[src/rtl/tac_pkg.sv]
// Shared types and default constants for the tamper alarm controller.
package tac_pkg;

  localparam int TimeWidthDefault      = 32;
  localparam int AlertHoldoffDefault   = 3000;

  localparam int CfgIndexWidth = 3;
  localparam int CfgDataWidth  = 16;

  localparam logic [15:0] PulseDebounceReset = 16'd80;
  localparam logic [15:0] PulseWindowReset   = 16'd1000;
  localparam logic [7:0]  PulseThreshReset   = 8'd1;
  localparam logic [15:0] VibHoldReset       = 16'd3000;
  localparam logic [15:0] DoorSettleReset    = 16'd100;
  localparam logic [15:0] ClosedLingerReset  = 16'd2000;
  localparam logic [15:0] BlinkHalfReset     = 16'd350;
  localparam logic [15:0] ResetIgnoreReset   = 16'd5000;

  typedef enum logic [CfgIndexWidth-1:0] {
    CFG_PULSE_DEBOUNCE = 3'd0,
    CFG_PULSE_WINDOW   = 3'd1,
    CFG_PULSE_THRESH   = 3'd2,
    CFG_VIB_HOLD       = 3'd3,
    CFG_DOOR_SETTLE    = 3'd4,
    CFG_CLOSED_LINGER  = 3'd5,
    CFG_BLINK_HALF     = 3'd6,
    CFG_RESET_IGNORE   = 3'd7
  } cfg_idx_e;

  typedef enum logic [1:0] {
    ALARM_SECURE    = 2'd0,
    ALARM_VIBRATION = 2'd1,
    ALARM_DOOR      = 2'd2,
    ALARM_EMERGENCY = 2'd3
  } alarm_e;

  typedef struct packed {
    logic   alert_pulse;
    logic   state_changed;
    logic   door_is_open;
    logic   vibration_active;
    logic   buzzer_on;
    alarm_e alarm_state;
  } result_t;

endpackage

[src/rtl/tamper_alarm_controller_top.sv]
// Tamper alarm controller: vibration and door supervision, alarm state and buzzer drive.
// Latency: a result beat appears in the cycle after its tick beat is accepted.
// Throughput: one tick beat per cycle; the single result register is refilled in the
// same cycle it is drained, so the only stall comes from the output side.
// Reset: asynchronous, active low; all timers, flags and counts clear to zero, the alarm
// goes secure and the configuration registers return to their default values.
module tamper_alarm_controller_top import tac_pkg::*; #(
  parameter int TIME_WIDTH       = TimeWidthDefault,
  parameter int ALERT_HOLDOFF_MS = AlertHoldoffDefault
) (
  input  logic                     clk_i,
  input  logic                     rst_ni,
  input  logic                     s_axis_tvalid,
  output logic                     s_axis_tready,
  // [0] vibration_raw, [1] door_raw, [2] remote_reset, [7:3] zero
  input  logic [7:0]               s_axis_tdata,
  output logic                     m_axis_tvalid,
  input  logic                     m_axis_tready,
  // [1:0] alarm_state, [2] buzzer_on, [3] vibration_active, [4] door_is_open,
  // [5] state_changed, [6] alert_pulse, [7] zero
  output logic [7:0]               m_axis_tdata,
  input  logic                     cfg_valid_i,
  output logic                     cfg_ready_o,
  input  logic [CfgIndexWidth-1:0] cfg_index_i,
  input  logic [CfgDataWidth-1:0]  cfg_data_i
);

  localparam int TW = TIME_WIDTH;
  localparam logic [TW-1:0] Holdoff = TW'(ALERT_HOLDOFF_MS);

  typedef logic [TW-1:0] time_t;

  function automatic time_t elapsed(time_t now, time_t mark);
    return now - mark;
  endfunction

  // Strictly later: nonzero difference below half of the time range.
  function automatic logic later(time_t a, time_t b);
    time_t d;
    d = a - b;
    return (d != '0) && !d[TW-1];
  endfunction

  // Configuration registers.
  logic [15:0] debounce_q, window_q, hold_q, settle_q, linger_q, blink_q, ignore_q;
  logic [7:0]  thresh_q;

  assign cfg_ready_o = 1'b1;

  always_ff @(posedge clk_i or negedge rst_ni) begin
    if (!rst_ni) begin
      debounce_q <= PulseDebounceReset;
      window_q   <= PulseWindowReset;
      thresh_q   <= PulseThreshReset;
      hold_q     <= VibHoldReset;
      settle_q   <= DoorSettleReset;
      linger_q   <= ClosedLingerReset;
      blink_q    <= BlinkHalfReset;
      ignore_q   <= ResetIgnoreReset;
    end else if (cfg_valid_i) begin
      case (cfg_idx_e'(cfg_index_i))
        CFG_PULSE_DEBOUNCE: debounce_q <= cfg_data_i;
        CFG_PULSE_WINDOW:   window_q   <= cfg_data_i;
        CFG_PULSE_THRESH:   thresh_q   <= cfg_data_i[7:0];
        CFG_VIB_HOLD:       hold_q     <= cfg_data_i;
        CFG_DOOR_SETTLE:    settle_q   <= cfg_data_i;
        CFG_CLOSED_LINGER:  linger_q   <= cfg_data_i;
        CFG_BLINK_HALF:     blink_q    <= cfg_data_i;
        CFG_RESET_IGNORE:   ignore_q   <= cfg_data_i;
        default: ;
      endcase
    end
  end

  // Block state.
  time_t  tick_q, last_pulse_q, win_start_q, vib_until_q, door_chg_q, door_closed_q;
  time_t  toggle_q, ign_until_q, last_alert_q;
  logic [7:0] pulse_cnt_q;
  logic   vib_flag_q, door_open_q, prev_door_q, just_closed_q, blink_lvl_q, buzzer_q;
  logic   ign_q;
  alarm_e alarm_q;

  time_t  tick_d, last_pulse_d, win_start_d, vib_until_d, door_chg_d, door_closed_d;
  time_t  toggle_d, ign_until_d, last_alert_d;
  logic [7:0] pulse_cnt_d;
  logic   vib_flag_d, door_open_d, prev_door_d, just_closed_d, blink_lvl_d, buzzer_d;
  logic   ign_d;
  alarm_e alarm_d;
  result_t res_d;

  logic s_fire;
  logic out_valid_q;
  result_t out_q;

  assign s_axis_tready = !out_valid_q || m_axis_tready;
  assign s_fire        = s_axis_tvalid && s_axis_tready;
  assign m_axis_tvalid = out_valid_q;
  assign m_axis_tdata  = {1'b0, out_q};

  always_comb begin
    logic   vib, door, rreq;
    time_t  t;
    alarm_e nxt;
    logic   alert;

    vib  = s_axis_tdata[0];
    door = s_axis_tdata[1];
    rreq = s_axis_tdata[2];

    tick_d        = tick_q;
    last_pulse_d  = last_pulse_q;
    win_start_d   = win_start_q;
    vib_until_d   = vib_until_q;
    door_chg_d    = door_chg_q;
    door_closed_d = door_closed_q;
    toggle_d      = toggle_q;
    ign_until_d   = ign_until_q;
    last_alert_d  = last_alert_q;
    pulse_cnt_d   = pulse_cnt_q;
    vib_flag_d    = vib_flag_q;
    door_open_d   = door_open_q;
    prev_door_d   = prev_door_q;
    just_closed_d = just_closed_q;
    blink_lvl_d   = blink_lvl_q;
    buzzer_d      = buzzer_q;
    ign_d         = ign_q;
    alarm_d       = alarm_q;
    alert         = 1'b0;
    nxt           = ALARM_SECURE;

    t      = tick_q + time_t'(1);
    tick_d = t;

    if (rreq) begin
      vib_flag_d    = 1'b0;
      door_open_d   = 1'b0;
      just_closed_d = 1'b0;
      pulse_cnt_d   = '0;
      vib_until_d   = '0;
      alarm_d       = ALARM_SECURE;
      ign_d         = 1'b1;
      ign_until_d   = t + time_t'(ignore_q);
      buzzer_d      = 1'b0;
    end

    if (ign_d && later(t, ign_until_d)) ign_d = 1'b0;

    if (!ign_d) begin
      if (vib && (elapsed(t, last_pulse_d) > time_t'(debounce_q))) begin
        last_pulse_d = t;
        if (elapsed(t, win_start_d) > time_t'(window_q)) begin
          pulse_cnt_d = '0;
          win_start_d = t;
        end
        if (pulse_cnt_d != 8'hFF) pulse_cnt_d = pulse_cnt_d + 8'd1;
        if (pulse_cnt_d >= thresh_q) begin
          vib_flag_d  = 1'b1;
          vib_until_d = t + time_t'(hold_q);
          pulse_cnt_d = '0;
          win_start_d = t;
        end
      end
      if (vib_flag_d && later(t, vib_until_d)) vib_flag_d = 1'b0;

      if (door != prev_door_d) begin
        door_chg_d  = t;
        prev_door_d = door;
      end
      if (elapsed(t, door_chg_d) >= time_t'(settle_q)) begin
        if (door && !door_open_d) begin
          door_open_d   = 1'b1;
          just_closed_d = 1'b0;
        end else if (!door && door_open_d) begin
          door_open_d   = 1'b0;
          just_closed_d = 1'b1;
          door_closed_d = t;
        end
      end
    end

    if (vib_flag_d && door_open_d) nxt = ALARM_EMERGENCY;
    else if (door_open_d)          nxt = ALARM_DOOR;
    else if (vib_flag_d)           nxt = ALARM_VIBRATION;
    else                           nxt = ALARM_SECURE;

    if (nxt != alarm_d) begin
      alarm_d = nxt;
      if ((nxt != ALARM_SECURE) && (elapsed(t, last_alert_d) >= Holdoff)) begin
        alert        = 1'b1;
        last_alert_d = t;
      end
    end

    if (just_closed_d && !door_open_d && (elapsed(t, door_closed_d) >= time_t'(linger_q)))
      just_closed_d = 1'b0;

    // A secure alarm still blinks while the door-closed linger runs.
    if ((alarm_d == ALARM_SECURE) && !just_closed_d) begin
      if (!vib_flag_d) buzzer_d = 1'b0;
    end else if (alarm_d == ALARM_EMERGENCY) begin
      buzzer_d = 1'b1;
    end else if (alarm_d == ALARM_VIBRATION) begin
      buzzer_d = later(vib_until_d, t);
    end else begin
      if (elapsed(t, toggle_d) >= time_t'(blink_q)) begin
        toggle_d    = t;
        blink_lvl_d = !blink_lvl_d;
        buzzer_d    = blink_lvl_d;
      end
    end

    res_d.alarm_state      = alarm_d;
    res_d.buzzer_on        = buzzer_d;
    res_d.vibration_active = vib_flag_d;
    res_d.door_is_open     = door_open_d;
    res_d.state_changed    = (alarm_d != alarm_q);
    res_d.alert_pulse      = alert;
  end

  always_ff @(posedge clk_i or negedge rst_ni) begin
    if (!rst_ni) begin
      tick_q        <= '0;
      last_pulse_q  <= '0;
      win_start_q   <= '0;
      vib_until_q   <= '0;
      door_chg_q    <= '0;
      door_closed_q <= '0;
      toggle_q      <= '0;
      ign_until_q   <= '0;
      last_alert_q  <= '0;
      pulse_cnt_q   <= '0;
      vib_flag_q    <= 1'b0;
      door_open_q   <= 1'b0;
      prev_door_q   <= 1'b0;
      just_closed_q <= 1'b0;
      blink_lvl_q   <= 1'b0;
      buzzer_q      <= 1'b0;
      ign_q         <= 1'b0;
      alarm_q       <= ALARM_SECURE;
    end else if (s_fire) begin
      tick_q        <= tick_d;
      last_pulse_q  <= last_pulse_d;
      win_start_q   <= win_start_d;
      vib_until_q   <= vib_until_d;
      door_chg_q    <= door_chg_d;
      door_closed_q <= door_closed_d;
      toggle_q      <= toggle_d;
      ign_until_q   <= ign_until_d;
      last_alert_q  <= last_alert_d;
      pulse_cnt_q   <= pulse_cnt_d;
      vib_flag_q    <= vib_flag_d;
      door_open_q   <= door_open_d;
      prev_door_q   <= prev_door_d;
      just_closed_q <= just_closed_d;
      blink_lvl_q   <= blink_lvl_d;
      buzzer_q      <= buzzer_d;
      ign_q         <= ign_d;
      alarm_q       <= alarm_d;
    end
  end

  always_ff @(posedge clk_i or negedge rst_ni) begin
    if (!rst_ni) begin
      out_valid_q <= 1'b0;
    end else if (s_fire) begin
      out_valid_q <= 1'b1;
    end else if (m_axis_tready) begin
      out_valid_q <= 1'b0;
    end
  end

  always_ff @(posedge clk_i) begin
    if (s_fire) out_q <= res_d;
  end

  // An alert is only raised on a change into a non-secure state.
  assert property (@(posedge clk_i) disable iff (!rst_ni)
    (out_valid_q && out_q.alert_pulse) |->
      (out_q.state_changed && (out_q.alarm_state != ALARM_SECURE)))
    else $error("alert without a change into an alarm state");

  // The reported alarm is emergency exactly when both flags are set.
  assert property (@(posedge clk_i) disable iff (!rst_ni)
    out_valid_q |-> ((out_q.alarm_state == ALARM_EMERGENCY) ==
                     (out_q.vibration_active && out_q.door_is_open)))
    else $error("alarm state disagrees with the flags");

  // Emergency always drives the buzzer.
  assert property (@(posedge clk_i) disable iff (!rst_ni)
    (out_valid_q && (out_q.alarm_state == ALARM_EMERGENCY)) |-> out_q.buzzer_on)
    else $error("buzzer off in emergency");

  // A remote reset beat leaves the alarm secure with no alert.
  assert property (@(posedge clk_i) disable iff (!rst_ni)
    (s_fire && s_axis_tdata[2]) |=>
      (out_valid_q && !out_q.alert_pulse && (out_q.alarm_state == ALARM_SECURE)))
    else $error("remote reset did not clear the alarm");

  // A result held by the output side is not overwritten.
  assert property (@(posedge clk_i) disable iff (!rst_ni)
    (out_valid_q && !m_axis_tready) |=> (out_valid_q && $stable(out_q)))
    else $error("stalled result changed");

endmodule

[config.mk]
export PLATFORM = sky130hd
export DESIGN_NAME = tamper_alarm_controller_top
export DESIGN_NICKNAME = d
export VERILOG_FILES = /design/src/rtl/tac_pkg.sv /design/src/rtl/tamper_alarm_controller_top.sv
export SDC_FILE = /design/constraint.sdc
export NUM_CORES = 2
export LEC_CHECK = 0
export BUFFER_PORTS_ARGS = -buffer_cell sky130_fd_sc_hd__buf_2
export CAP_MARGIN = 20
export CORE_AREA = 2 2 284 286
export DETAILED_ROUTE_END_ITERATION = 8
export DIE_AREA = 0 0 286 288
export GPL_ROUTABILITY_DRIVEN = 0
export PLACE_DENSITY = 0.8
export SETUP_SLACK_MARGIN = 0.02
export SKIP_LAST_GASP = 1
export SLEW_MARGIN = 20
export SYNTH_ARGS = -nofsm -noshare
export SYNTH_HDL_FRONTEND = slang
export SYNTH_SLANG_ARGS = --single-unit
[constraint.sdc]
create_clock -name clk_i -period 14.3 [get_ports clk_i]
set_input_delay 1.43 -clock clk_i [delete_from_list [all_inputs] [get_ports clk_i]]
set_output_delay 1.43 -clock clk_i [all_outputs]
set_load 0.02 [all_outputs]
==> results.toml <==
[pwr]
leakage_nw = 20.1
powerDensity_nw_per_um2 = 212
max-vdd-ir-drop_v = 0.000132
p_total_mw = 9.13

[worst_setup_path]
critPathLaunchType = "flip-flop"
critPathMaxStageDelay_ns = 0.64
end_kind = "flip-flop"
path_max_fanout = 39
worstPathRequired_ns = 14.79
cp.arrival_ns = 14.17
critPathKind = "reg -> reg"
critPathTopFamily = "compound AO/OA/AOI/OAI gates"
cp_slowest_cell = "or4_4"
crit_top_cell = "a21o_1"
path_buf_inv = 3

[sta]
hold_viol_final = 0
fin_tns_setup_ns = 0
rsz0062_at_grt = "false"
finalSetupViolCount = 0
finalMaxSlewViolations = 0
maxSlewHeadroom_pct = 15.4
fin_crit_ns = 13.68
period_share_pct = 95.7
fmax_mhz = 73.1
tightest_slew_ns = 1.26
skew_ns = 0.0289
fin_ws_ns = 0.622

[clock_tree]
clock-sinks = 433
clock_latency_ns = 0.64
clock-root-buffer = "clkbuf_16"
cts_inserted_buffers = 51
clkTransAtPathRegs_ns = 0.06
cts_tree = "done"
cts_buffer_depth = 3
cts.htree.levels = 2

[synthesis]
syn-num-nets = 5316
synth-async-reset-ratio_pct = 98.4
synth_edf_count = 7
seq_area_frac_synth_pct = 27.7
synth_cells = 4872
synth_ff_type = "dfrtp_1"
syn-cell-area_sq_um = 39500
ys_ff_latch = 433
synth_cell_types = 96
synth.avg_cell_area_sq_um = 8.10
ys_warn_count = 0

[detailed_routing]
ant_nets = 0
wl_met3_um = 16600
vias_per_cell = 6.41
first_iter_violations = 4810
vias = 38300
drc = 0
wl_per_cell_um = 22.2
routed_wl_um = 133000
highest_layer = "met5"
wl_met2_um = 54200
firstDrtPassIters = 8
wl_met1_um = 51100

[cells_and_area]
finalNetCount = 5324
nFillCells = 7067
layout-drive-gt1-share_pct = 9.67
final_area_sq_um = 43100
finalNonFillerCells = 5983
syn_to_final_growth_pct = 9.24
final_cell_mix = "509 x nand2_1, 433 x o21ai_0, 410 x a21oi_1"
final_common_cell = "nand2_1"

[global_route]
gr-total-overflow = 0
track_usage_pct = 31.6
grt_start_max_net_pins = 89
grt_pass1_vias = 36000
antenna_found_initial = 5
grt_pass1_wl_um = 203000

[run]
max_cap_viol_count = 0

[placement]
place_worst_setup_slack_ns = 0.255
dpl_cell_area_sq_um = 41300
post-dp-hpwl_um = 93500
portBuffers = 35
numPlacedInstances = 5879

[floorplanning]
ios = 43
start_util_pct = 49.6
dieArea_sq_um = 82400
num_rows = 104
die_w_um = 286
coreArea_sq_um = 79600
fp.dieH_um = 288

[worst_hold_path]
hold_path.class = "reg -> reg"

[status]
status = "finished clean"
## state kept, by name, summed over array words and instances, names as in the netlist, 32 cells and up
name           count
door_chg_q        32
door_closed_q     32
ign_until_q       32
last_alert_q      32
last_pulse_q      32
tick_q            32
toggle_q          32
vib_until_q       32
win_start_q       32
## power breakdown
part / leakage, nW / total, mW / internal, mW / switching, mW
Clock: 0.841 / 1.39 / 0.789 / 0.597
Combinational: 13.9 / 6.03 / 2.47 / 3.56
Sequential: 5.41 / 1.72 / 1.56 / 0.160
Total: 20.1 / 9.13 / 4.81 / 4.32
## through the flow
| stage | hold slack, ns | util, % |
|---|---|---|
| floorplan | 0.438 | - |
| global placement | 0.450 | 51.8 |
| detailed placement | 0.456 | 51.8 |
| CTS | 0.472 | 54.0 |
| global route | 0.490 | 54.1 |
| finish | 0.473 | 54.1 |
## Yosys cell counts (36+ instances only)
cell	n	area, sq um
nor2_1	352	1320
mux2_2	108	1220
or3_1	36	225
dfstp_2	36	946
ha_1	401	5020
o211ai_1	36	270
and3_1	53	332
a21oi_1	411	2060
nand2b_1	75	469
nand2_1	510	1910
a31oi_1	52	325
mux2i_1	123	1230
dfrtp_1	390	9760
nand3_1	97	485
o21a_1	51	383
nand4_1	91	569
xor2_1	69	604
clkbuf_1	163	612
o21ai_0	436	2180
nor2b_1	65	407
xnor2_1	175	1530
inv_1	352	1320
nor3_1	83	415
a211oi_1	45	338
a21o_1	125	938
## worst reg2reg max path, delay by kind of cell (launching register included)
kind | cells | cell delay [ns]
DFF | 1 | 0.42
AOI/OAI and AO/OA | 26 | 5.72
xor gates and xnor gates | 2 | 0.35
and+or+nand+nor | 19 | 4.01
adders and majority gates | 6 | 1.90
muxes | 2 | 0.40
buffers and inverters | 3 | 0.78
## final timing paths
kind / depth (start not counted) / slack, ns / endpoint / start
hold / removal: 2 / 0.47 / vib_until_q[5] / vib_until_q[5]
setup / recovery: 58 / 0.62 / last_alert_q[10] / tick_q[1]
min in group asynchronous: 1 / 0.79 / ign_until_q[27] / rst_ni
hold reg to reg: 2 / 0.47 / vib_until_q[5] / vib_until_q[5]
max in group asynchronous: 4 / 10.44 / toggle_q[14] / rst_ni
setup reg to reg: 58 / 0.62 / last_alert_q[10] / tick_q[1]
## layer usage
layer	track usage (%)	up-vias
met3	7.41	567
met2	46.3	2242
met5	0	-
met1	41.1	17900
li1	-	17600
met4	22.1	8
## cell families (layout without fill, tap and decap cells)
kind of cell / Yosys count / count (layout) / synth area share [%]
AOI/OAI and AO/OA: 1471 / 1471 / 23.2
xor gates and xnor gates: 248 / 248 / 5.63
adders and majority gates: 412 / 412 / 13.3
buffers and inverters: 554 / 602 / 5.38
DFF: 433 / 433 / 27.7
muxes: 234 / 234 / 6.29
other: 2 / 4 / 0.0190
and+or+nand+nor: 1518 / 1519 / 18.6
## layout make-up
type                            instances  area [sq um]  share of cell area (%)
Inverter                              367          1380                    3.20
Timing Repair Buffer                  141          1010                    2.35
Antenna cell                            2          5.00                  0.0116
Multi-Input combinational cell       3886         26700                    62.0
Tap cell                             1060          1330                    3.08
Clock inverter                         25           259                   0.601
Clock buffer                           69          1490                    3.45
Sequential cell                       433         10900                    25.3
## timing repair
action | in CTS | in global routing
buffers inserted | 0 | 6
hold buffers | 0 | 0
setup endpoints to repair | 0 | 68
gates resized for setup | 0 | 15
hold endpoints to repair | 0 | 0
No activity file was read; power rests on OpenSTA's default activity.
